===== src/pfp_pkg.sv =====
`timescale 1ns / 1ps
`default_nettype none
// ----------------------------------------------------------------------------
// pfp_pkg
// Shared types and constants for the packet frame parser.
// ----------------------------------------------------------------------------
package pfp_pkg;

    localparam int BYTE_W = 8;
    localparam int LEN_W  = 6;
    localparam int SEQ_W  = 5;
    localparam int TYPE_W = 5;

    localparam logic [LEN_W-1:0] MAX_PAYLOAD_RST = '1;

    localparam logic KIND_BYTE = 1'b0;
    localparam logic KIND_END  = 1'b1;

    typedef enum logic [2:0] {
        PH_MARKER  = 3'd0,
        PH_HDR1    = 3'd1,
        PH_HDR2    = 3'd2,
        PH_PAYLOAD = 3'd3,
        PH_CHECK   = 3'd4
    } t_phase;

    typedef enum logic [1:0] {
        ST_OK       = 2'd0,
        ST_TOO_LONG = 2'd1,
        ST_BAD_SUM  = 2'd2
    } t_status;

    typedef struct packed {
        logic              kind;
        logic [BYTE_W-1:0] payload_byte;
        logic [LEN_W-1:0]  payload_index;
        logic [BYTE_W-1:0] marker;
        logic [LEN_W-1:0]  length;
        logic [SEQ_W-1:0]  sequence_res;
        logic [TYPE_W-1:0] frame_type;
        t_status           status;
        logic              frame_end;
    } t_result;

endpackage
`default_nettype wire


===== src/pfp_in_reg.sv =====
`timescale 1ns / 1ps
`default_nettype none
// ----------------------------------------------------------------------------
// pfp_in_reg
// Input register: captures one received byte and holds it until the parser
// takes it.
// ----------------------------------------------------------------------------
module pfp_in_reg (
    input  wire logic                       i_clk,
    input  wire logic                       i_rst_n,
    input  wire logic                       i_in_valid,
    input  wire logic [pfp_pkg::BYTE_W-1:0] i_rx_byte,
    output logic                            o_in_stall,
    input  wire logic                       i_take,
    output logic                            o_valid,
    output logic [pfp_pkg::BYTE_W-1:0]      o_byte
);
    import pfp_pkg::*;

    logic              r_valid;
    logic [BYTE_W-1:0] r_byte;
    logic              accept;

    assign o_in_stall = r_valid && !i_take;
    assign accept     = i_in_valid && !o_in_stall;

    always_ff @(posedge i_clk) begin
        if (!i_rst_n) begin
            r_valid <= 1'b0;
        end else if (accept) begin
            r_valid <= 1'b1;
        end else if (i_take) begin
            r_valid <= 1'b0;
        end
    end

    always_ff @(posedge i_clk) begin
        if (accept) begin
            r_byte <= i_rx_byte;
        end
    end

    assign o_valid = r_valid;
    assign o_byte  = r_byte;

endmodule
`default_nettype wire


===== src/pfp_parse.sv =====
`timescale 1ns / 1ps
`default_nettype none
// ----------------------------------------------------------------------------
// pfp_parse
// Frame state machine: header capture, payload counting, running XOR and
// the results for payload bytes and frame ends.
// ----------------------------------------------------------------------------
module pfp_parse (
    input  wire logic                       i_clk,
    input  wire logic                       i_rst_n,
    input  wire logic [pfp_pkg::LEN_W-1:0]  i_max_payload,
    input  wire logic                       i_take,
    input  wire logic [pfp_pkg::BYTE_W-1:0] i_byte,
    output logic                            o_res_valid,
    output pfp_pkg::t_result                o_res
);
    import pfp_pkg::*;

    t_phase            r_phase, n_phase;
    logic [LEN_W-1:0]  r_bytes_left, n_bytes_left;
    logic [BYTE_W-1:0] r_xor, n_xor;
    logic [BYTE_W-1:0] r_marker, n_marker;
    logic [LEN_W-1:0]  r_length, n_length;
    logic [SEQ_W-1:0]  r_seq, n_seq;
    logic [TYPE_W-1:0] r_type, n_type;

    always_ff @(posedge i_clk) begin
        if (!i_rst_n) begin
            r_phase      <= PH_MARKER;
            r_bytes_left <= '0;
            r_xor        <= '0;
            r_marker     <= '0;
            r_length     <= '0;
            r_seq        <= '0;
            r_type       <= '0;
        end else if (i_take) begin
            r_phase      <= n_phase;
            r_bytes_left <= n_bytes_left;
            r_xor        <= n_xor;
            r_marker     <= n_marker;
            r_length     <= n_length;
            r_seq        <= n_seq;
            r_type       <= n_type;
        end
    end

    always_comb begin
        n_phase      = r_phase;
        n_bytes_left = r_bytes_left;
        n_xor        = r_xor ^ i_byte;
        n_marker     = r_marker;
        n_length     = r_length;
        n_seq        = r_seq;
        n_type       = r_type;
        o_res_valid  = 1'b0;
        o_res.kind          = KIND_BYTE;
        o_res.payload_byte  = '0;
        o_res.payload_index = '0;
        o_res.status        = ST_OK;
        o_res.frame_end     = 1'b0;

        unique case (r_phase)
            PH_HDR1: begin
                n_length = i_byte[7:2];
                n_seq    = {i_byte[1:0], 3'b000};
                n_phase  = PH_HDR2;
            end
            PH_HDR2: begin
                n_seq  = {r_seq[4:3], i_byte[7:5]};
                n_type = i_byte[4:0];
                if (r_length > i_max_payload) begin
                    o_res_valid     = 1'b1;
                    o_res.kind      = KIND_END;
                    o_res.status    = ST_TOO_LONG;
                    o_res.frame_end = 1'b1;
                    n_phase         = PH_MARKER;
                end else begin
                    n_bytes_left = r_length;
                    n_phase      = (r_length == '0) ? PH_CHECK : PH_PAYLOAD;
                end
            end
            PH_PAYLOAD: begin
                o_res_valid         = 1'b1;
                o_res.payload_byte  = i_byte;
                o_res.payload_index = r_length - r_bytes_left;
                n_bytes_left        = r_bytes_left - 1'b1;
                if (n_bytes_left == '0) begin
                    n_phase = PH_CHECK;
                end
            end
            PH_CHECK: begin
                o_res_valid     = 1'b1;
                o_res.kind      = KIND_END;
                o_res.status    = (i_byte == r_xor) ? ST_OK : ST_BAD_SUM;
                o_res.frame_end = 1'b1;
                n_phase         = PH_MARKER;
            end
            default: begin
                // any other code behaves as the marker byte
                n_marker     = i_byte;
                n_xor        = i_byte;
                n_length     = '0;
                n_seq        = '0;
                n_type       = '0;
                n_bytes_left = '0;
                n_phase      = PH_HDR1;
            end
        endcase

        // header fields as they stand after this byte
        o_res.marker       = n_marker;
        o_res.length       = n_length;
        o_res.sequence_res = n_seq;
        o_res.frame_type   = n_type;
    end

`ifndef ASSERT_OFF
    a_end_to_marker: assert property (@(posedge i_clk) disable iff (!i_rst_n)
        i_take && o_res_valid && o_res.frame_end |=> r_phase == PH_MARKER)
        else $error("frame end did not return to marker phase");

    a_payload_count: assert property (@(posedge i_clk) disable iff (!i_rst_n)
        r_phase == PH_PAYLOAD |-> r_bytes_left != '0)
        else $error("payload phase with no bytes left");

    a_count_bound: assert property (@(posedge i_clk) disable iff (!i_rst_n)
        r_bytes_left <= r_length)
        else $error("bytes left exceeds header length");

    a_hold_idle: assert property (@(posedge i_clk) disable iff (!i_rst_n)
        !i_take |=> $stable(r_phase) && $stable(r_xor))
        else $error("state changed without a byte");
`endif

endmodule
`default_nettype wire


===== src/pfp_out_reg.sv =====
`timescale 1ns / 1ps
`default_nettype none
// ----------------------------------------------------------------------------
// pfp_out_reg
// Result register: holds one result item until the downstream side takes it.
// ----------------------------------------------------------------------------
module pfp_out_reg (
    input  wire logic             i_clk,
    input  wire logic             i_rst_n,
    input  wire logic             i_load,
    input  wire pfp_pkg::t_result i_res,
    output logic                  o_ready,
    input  wire logic             i_out_stall,
    output logic                  o_out_valid,
    output pfp_pkg::t_result      o_res
);
    import pfp_pkg::*;

    logic    r_valid;
    t_result r_res;

    // free when empty or when the held item leaves this cycle
    assign o_ready = !r_valid || !i_out_stall;

    always_ff @(posedge i_clk) begin
        if (!i_rst_n) begin
            r_valid <= 1'b0;
        end else if (o_ready) begin
            r_valid <= i_load;
        end
    end

    always_ff @(posedge i_clk) begin
        if (o_ready && i_load) begin
            r_res <= i_res;
        end
    end

    assign o_out_valid = r_valid;
    assign o_res       = r_res;

endmodule
`default_nettype wire


===== src/packet_frame_parser_core.sv =====
`timescale 1ns / 1ps
`default_nettype none
// ----------------------------------------------------------------------------
// packet_frame_parser_core
// Splits a byte stream into length-prefixed frames with an XOR checksum.
// ----------------------------------------------------------------------------
// A result is registered in the result register after its byte leaves the input register.
// Throughput: 1 byte per cycle when no result stalls; the frame state updates once per byte.
// A stalled result holds the parser; intake stops once the input register is full.
// Reset (synchronous, active low): empty registers, marker phase, max_payload 63.
module packet_frame_parser_core (
    input  wire logic                       i_clk,
    input  wire logic                       i_rst_n,
    input  wire logic                       i_cfg_we,
    input  wire logic [pfp_pkg::LEN_W-1:0]  i_cfg_max_payload,
    input  wire logic                       i_in_valid,
    output logic                            o_in_stall,
    input  wire logic [pfp_pkg::BYTE_W-1:0] i_rx_byte,
    output logic                            o_out_valid,
    input  wire logic                       i_out_stall,
    output logic                            o_kind,
    output logic [pfp_pkg::BYTE_W-1:0]      o_payload_byte,
    output logic [pfp_pkg::LEN_W-1:0]       o_payload_index,
    output logic [pfp_pkg::BYTE_W-1:0]      o_marker,
    output logic [pfp_pkg::LEN_W-1:0]       o_length,
    output logic [pfp_pkg::SEQ_W-1:0]       o_sequence_res,
    output logic [pfp_pkg::TYPE_W-1:0]      o_frame_type,
    output logic [1:0]                      o_status,
    output logic                            o_frame_end
);
    import pfp_pkg::*;

    logic [LEN_W-1:0]  r_max_payload;
    logic              byte_valid;
    logic [BYTE_W-1:0] byte_data;
    logic              out_ready;
    logic              take;
    logic              res_valid;
    t_result           res;
    t_result           out_res;

    always_ff @(posedge i_clk) begin
        if (!i_rst_n) begin
            r_max_payload <= MAX_PAYLOAD_RST;
        end else if (i_cfg_we) begin
            r_max_payload <= i_cfg_max_payload;
        end
    end

    // advance a byte only when the result register has room, whether or not the byte yields a result
    assign take = byte_valid && out_ready;

    pfp_in_reg u_in_reg (
        .i_clk      (i_clk),
        .i_rst_n    (i_rst_n),
        .i_in_valid (i_in_valid),
        .i_rx_byte  (i_rx_byte),
        .o_in_stall (o_in_stall),
        .i_take     (take),
        .o_valid    (byte_valid),
        .o_byte     (byte_data)
    );

    pfp_parse u_parse (
        .i_clk         (i_clk),
        .i_rst_n       (i_rst_n),
        .i_max_payload (r_max_payload),
        .i_take        (take),
        .i_byte        (byte_data),
        .o_res_valid   (res_valid),
        .o_res         (res)
    );

    pfp_out_reg u_out_reg (
        .i_clk       (i_clk),
        .i_rst_n     (i_rst_n),
        .i_load      (take && res_valid),
        .i_res       (res),
        .o_ready     (out_ready),
        .i_out_stall (i_out_stall),
        .o_out_valid (o_out_valid),
        .o_res       (out_res)
    );

    assign o_kind          = out_res.kind;
    assign o_payload_byte  = out_res.payload_byte;
    assign o_payload_index = out_res.payload_index;
    assign o_marker        = out_res.marker;
    assign o_length        = out_res.length;
    assign o_sequence_res  = out_res.sequence_res;
    assign o_frame_type    = out_res.frame_type;
    assign o_status        = out_res.status;
    assign o_frame_end     = out_res.frame_end;

endmodule
`default_nettype wire

===== config.mk =====
export PLATFORM = sky130hd
export DESIGN_NAME = packet_frame_parser_core
export DESIGN_NICKNAME = d
export VERILOG_FILES = /design/src/pfp_pkg.sv /design/src/pfp_in_reg.sv /design/src/pfp_parse.sv /design/src/pfp_out_reg.sv /design/src/packet_frame_parser_core.sv
export SDC_FILE = /design/constraint.sdc
export NUM_CORES = 1
export LEC_CHECK = 0
export ABC_AREA = 0
export BUFFER_PORTS_ARGS = -buffer_cell sky130_fd_sc_hd__buf_2
export CORE_MARGIN = 1.5
export CORE_UTILIZATION = 33
export CTS_CLUSTER_SIZE = 28
export DETAILED_ROUTE_END_ITERATION = 6
export SETUP_SLACK_MARGIN = 0.1
export SYNTH_ARGS = -nofsm -noshare
export SYNTH_HDL_FRONTEND = slang
export SYNTH_SLANG_ARGS = --single-unit

===== constraint.sdc =====
create_clock -name i_clk -period 3.9 [get_ports i_clk]
set_input_delay 0.39 -clock i_clk [delete_from_list [all_inputs] [get_ports i_clk]]
set_output_delay 0.39 -clock i_clk [all_outputs]
set_load 0.02 [all_outputs]

==> results.md, run 1 <==
* # rows at 43
* Cell Area, Synth at 4680 um2
* Routed len/inst at 15.9 um
* Die Footprint at 14900 um2
* Final WL at 11000 um
* Worst Setup SP: u_parse.r_phase[1]
* Distinct cells, synth at 47
* Post-CTS Setup Bufs at 0
* H-tree Lvls at 3
* Layout area overhead at 14.5%
* Post-DP HPWL at 7440 um
* Met1 GRT Util at 20.7%
* FF-to-FF End: u_out_reg.o_res[31]
* Clock skew at 8.00 ps
* Worst Setup EP: u_out_reg.o_res[31]
* N_diodes at 0
* Syn nets at 488
* Clock buffer count from CTS at 9
* FFs w/ async S/R, synth at 0%
* Dpl cells at 674
* Post-route ant nets at 0
* P_leak at 0.00214 uW
* #FFs+latches synth at 98
* Clk buf depth at 2
* Tmin final at 2500 ps
* CTS tree: yes
* WP data required at 3880 ps
* Least-Margin Pin Slew at 1040 ps
* Final #Nets at 538
* Met2 usage at 23.3%
* Gr busiest metal: met2
* PortBufs at 62
* Clock slew at reported path FFs at 70 ps
* Max Clk Rate at 401 MHz
* Vias at 3548
* Post-CTS sizing at 0
* Boundary pin count at 63
* Seq/Total Area, Yosys at 52.4%
* Area contributors post-synth: edfxtp_1 (31%), dfxtp_1 (21%), a22oi_1 (5.1%)
* R2R depth at 5
* Share of layout cells above drive strength 1 at 18.6%
* First-pass GRT wire length at 17100 um
* Synth area leader: edfxtp_1
* Crit path launch type: flip-flop
* Drt via density at 5.14
* Horiz. Die Dim at 122 um
* Slew HR at 30.2%
* Vias in the first global route at 3279
* CP max FO at 41
* Tot Pwr at 2160 uW
* RD Place Congestion at 0.858
* Number of max-cap violations at 0
* Reg2reg start: u_parse.r_phase[1]
* Top FF cell, synth: edfxtp_1
* Max Slew Vio Count at 0
* Power density cells at 403 nW/um2
* Post-synth top area share at 31.4%
* Worst setup EP type: flip-flop
* Min-Delay Path Class: in -> reg
* Clock latency on the worst-skew pair at 340 ps
* Critical Path AT at 2470 ps
* Yosys warns at 0
* Hold Slack at 216 ps
* Post-Synthesis Cells at 455
* Worst setup path class: reg -> reg
* Hold-fix buffers, CTS at 0
* All-Layer GR Usage at 15.2%
* CTS root buffer: clkbuf_16
* GR Layer Usage met3 at 3.04%
* DR iter-0 viols at 333
* RSZ-0062 raised after global routing: no
* Gr ovfl total at 0
* R2R Setup Slk at 1400 ps
* Pin count of the biggest net entering global routing at 42
* Avg Cell Area, Syn at 10.3 um2
* # DRC at 0
* VDD IR max at 0.195 mV
* Post-synth EDFFs at 49
* Status: complete, no violations
* Final hold viol count at 0
* Final setup violation count at 0
* Fin Setup TNS at 0 ps
* Clock sink count at 98
* Number of detailed-route iterations in the first pass at 5
* Finished Layout Cells at 690
* Initial Utilization at 33.7%
* Layout Utilization at 38.6%
* Initial antenna violation count at 0
* Die height at 122 um
* Final worst-path cycle share at 64.0%
* Core footprint at 13900 um2
-- layout make-up --
class | count | area, um2
clock buffer | 11 | 233
inverter | 19 | 71.3
multi-input combinational | 309 | 1990
clock inverter | 5 | 31.3
sequential | 98 | 2450
timing repair buffer | 68 | 355
tap | 180 | 225
fill | 1405 | 8520
-- layer usage --
metal | share of wire [%] | vias to the layer above
met4 | 2.3 | 0
met3 | 5.4 | 22
li1 | - | 1730
met5 | 0 | -
met1 | 47 | 1688
met2 | 46 | 108
-- flip-flops by register name, summed over array words and instances, names as in the netlist, 5 cells and up --
signal and cells:
r_max_payload 6, u_in_reg.o_byte 8, u_out_reg.o_res 41, u_parse.r_bytes_left 6, u_parse.r_length 6, u_parse.r_marker 8
u_parse.r_seq 5, u_parse.r_type 5, u_parse.r_xor 8
-- how the worst min path moves through the flow --
stage	start	to	slack [ps]	cells after the start
floorplan	r_max_payload[0]	r_max_payload[0]	450	2
finish	i_rx_byte[0]	u_in_reg.o_byte[0]	220	1
CTS	i_rx_byte[0]	u_in_reg.o_byte[0]	210	1
global placement	u_parse.r_marker[6]	u_parse.r_marker[6]	480	2
global route	i_rx_byte[0]	u_in_reg.o_byte[0]	200	1
detailed placement	u_parse.r_marker[1]	u_parse.r_marker[1]	490	2
-- kinds of logic after synthesis --
kind of cell             Yosys count  share of synthesized area, %
AND/OR/NAND/NOR                  161                          16.1
buffers and inverters             48                          5.35
adder cells (fa/ha/maj)           14                          3.90
flip-flops                        98                          52.4
multiplexers                      24                          5.35
XOR/XNOR                          16                          3.39
AO/OA/AOI/OAI                     94                          13.5
-- synthesized netlist by cell type, types with 10 or more instances --
cell type  instances
a22oi_1           32
and3_1            10
clkbuf_1          13
dfxtp_1           49
edfxtp_1          49
ha_1              13
inv_1             18
mux2i_1           16
nand2_1           39
nor2_1            57
nor2b_1           14
nor3_1            18
o21ai_0           27
xor2_1            11
-- cells in the final DEF (no fill, tap or decap), types with 2 or more instances in the layout --
cell type and n:
o21ai_0 27, a211oi_1 3, nand3_1 5, xnor2_1 4, or3_1 2, mux2_2 8, nand2_1 39, nor2b_1 14
clkbuf_1 2, clkbuf_16 9, a21o_1 5, xor2_1 11, a22oi_1 32, nor3_1 18, nand2b_1 2, buf_2 62
o211ai_1 6, clkinv_4 2, mux2i_1 16, o31ai_1 2, and3_1 10, nor4_1 2, clkinv_1 2, ha_1 13
and2_1 2, a31oi_1 3, buf_4 6, dfxtp_1 49, nor3b_1 3, o2111ai_1 5, a21oi_1 7, nor2_1 57
clkinv_2 2, inv_1 18, edfxtp_1 49, nand4_1 2
-- where the power goes --
group / internal (uW) / switching, uW / total (uW)
sequential: 1120 / 43.5 / 1160
combinational: 80.7 / 122 / 202
clock: 431 / 369 / 800
total: 1630 / 534 / 2160
-- metrics by stage --
step	setup slack (ps)	instance area, um2
after global placement	1510	5100
after floorplan	980	4690
after global routing	1200	5360
after detailed placement	1450	5100
final	1400	5360
after CTS	1430	5360
-- critical path, stage by stage (launching register included) --
cell and delay [ps]:
dfxtp_1 830, inv_1 150, nor3_1 260, nand2_1 190
a31oi_4 190, buf_4 470
No activity file was read; power rests on OpenSTA's default activity.
==> run 2, diff against run 1 <==
==> constraint.sdc (replaced) <==
create_clock -name i_clk -period 2.2 [get_ports i_clk]
set_input_delay 0.22 -clock i_clk [delete_from_list [all_inputs] [get_ports i_clk]]
set_output_delay 0.22 -clock i_clk [all_outputs]
set_load 0.02 [all_outputs]
==> run 2 against run 1 <==
Against the previous run: combinational power increased by 110%; via count grew 5.3%; worst hold slack got worse by 170 ps; sequential power increased by 76%; cell count rose by 3.8%; non-clock buffer count up 26; clock skew fell by 0.98 ps; sequential cell count is the same; first-iteration DRC count shrank 24%; global-route usage up 1.5 points; utilization is 3.3 points higher; largest cell class unchanged.
==> results.md, run 2 (synthesized netlist as in run 1, its figures left out) <==
* Crit path buf inv count at 3 (+1)
* Layout area overhead at 24.3%
* WP data required at 2270 ps (-1610 ps)
* Post-DP HPWL at 7950 um (+6.9%)
* Die Footprint at 14900 um2 (unchanged)
* Drt via density at 5.22 (+1.5%)
* Max reg flops at 41 (unchanged)
* CTS root buffer: clkbuf_16
* Worst setup path class: reg -> reg
* Number of max-cap violations at 0 (unchanged)
* Initial Utilization at 33.7% (unchanged)
* Hold Slack at 45.7 ps (-170 ps)
* Clock slew at reported path FFs at 70 ps (about the same)
* Share of layout cells above drive strength 1 at 26.1% (+7.5 points)
* Placed Area at 5260 um2 (+3.1%)
* Final #Nets at 564 (+4.8%)
* Final WL at 12100 um (+9.8%)
* VDD IR max at 0.366 mV (+88%)
* Min-Delay Path Class: in -> reg
* Clock skew at 7.01 ps (-0.982 ps)
* Most frequent cells in the layout: buf_2 (62), nor2_1 (57), edfxtp_1 (49)
* # fillers at 1360 (-3.2%)
* Critical path cell sequence: inv_2, ha_4, nand4_1, a21oi_2, o31a_1, nand2_2, a31oi_4, buf_12, clkbuf_16
* Clk buf depth at 2 (unchanged)
* # DRC at 0 (unchanged)
* Tot Pwr at 4210 uW (+95%)
* Tmin final at 2110 ps (-385 ps)
* Final setup violation count at 0 (unchanged)
* N_diodes at 0 (unchanged)
* Max Clk Rate at 474 MHz (+18%)
* H-tree Lvls at 3 (unchanged)
* Clock latency on the worst-skew pair at 350 ps (about the same)
* CTS tree: yes
* Vias in the first global route at 3692 (+13%)
* Final worst-path cycle share at 96.0% (+32 points)
* PortBufs at 62 (unchanged)
* Power density cells at 724 nW/um2 (+80%)
* Status: complete, no violations
* Clock buffer count from CTS at 9 (unchanged)
* Vias at 3737 (+5.3%)
* Worst setup EP type: flip-flop
* First-pass GRT wire length at 18900 um (+11%)
* Routed len/inst at 16.9 um (+5.8%)
* # rows at 43 (unchanged)
* Initial antenna violation count at 0 (unchanged)
* Most common cell after layout, fill and taps aside: buf_2
* Clock sink count at 98 (unchanged)
* Least-Margin Pin Slew at 647 ps (-393 ps)
* Gr ovfl total at 0 (unchanged)
* Horiz. Die Dim at 122 um (unchanged)
* Final hold viol count at 0 (unchanged)
* Post-route ant nets at 0 (unchanged)
* Slew HR at 56.8% (+27 points)
* CP max stage delay at 330 ps (-500 ps)
* Max Slew Vio Count at 0 (unchanged)
* Crit path launch type: flip-flop
* Die height at 122 um (unchanged)
* Critical path's slowest cell: dfxtp_1
* Boundary pin count at 63 (unchanged)
* Hold-fix buffers, CTS at 0 (unchanged)
* P_leak at 0.00235 uW (+9.5%)
* Largest delay share family, worst path: compound AO/OA/AOI/OAI gates
* Critical Path AT at 2180 ps (-290 ps)
* RD Place Congestion at 0.831 (-3.1%)
* Non-Filler Cell Area, Final at 5820 um2 (+8.5%)
* All-Layer GR Usage at 16.6% (+1.5 points)
* RSZ-0062 raised after global routing: yes
* DR iter-0 viols at 253 (-24%)
* Pin count of the biggest net entering global routing at 31 (-26%)
* Number of detailed-route iterations in the first pass at 4 (-1)
* Core footprint at 13900 um2 (unchanged)
* CP max FO at 7 (-83%)
run 2: what timing repair did:
item	in CTS	in global routing
resized for setup	1	9
pin swaps	1	5
gates cloned	1	5
setup buffers	0	9
endpoints found under the setup margin	41	43
run 2: area by class of cell:
type                       instances  area, um2  share of cell area (%)
clock buffer                      10        239                    4.11
clock inverter                     6       95.1                    1.63
inverter                          19       71.3                    1.23
multi-input combinational        309       2050                    35.2
sequential                        98       2470                    42.5
tap                              180        225                    3.87
timing repair buffer              94        668                    11.5
run 2: report_power, final:
group / internal [uW] / switching (uW)
Combinational: 176 / 241
Clock: 1040 / 712
Sequential: 1970 / 69.0
run 2: final timing paths:
path                                        from                   to  slack, ps  depth (start not counted)
worst max-delay path            r_max_payload[5]  u_out_reg.o_res[19]         90                          9
worst min register to register  r_max_payload[2]     r_max_payload[2]        490                          2
worst max register to register  r_max_payload[5]  u_out_reg.o_res[19]         90                          9
worst min-delay path                i_rx_byte[0]   u_in_reg.o_byte[0]         50                          1
run 2: routing by layer:
layer | wire length [um] | global-route usage [%] | vias to the layer above | part of all wire, %
met5 | 0 | 0 | - | 0
met4 | 389 | 6.54 | 0 | 3.2
met3 | 663 | 3.28 | 28 | 5.5
met2 | 5850 | 27.3 | 133 | 48
met1 | 5180 | 21.7 | 1795 | 43
li1 | - | - | 1781 | -
run 2: metrics by stage:
| stage | std cells | util [%] | setup slack [ps] | setup TNS (ps) |
|---|---|---|---|---|
| after floorplan | 455 | - | -114 | -4680 |
| after global placement | 685 | 37.9 | 206 | 0 |
| after detailed placement | 685 | 37.9 | 109 | 0 |
| after CTS | 702 | 40.5 | 115 | 0 |
| after global routing | 716 | 41.9 | 19.0 | 0 |
| final | 716 | 41.9 | 88.6 | 0 |
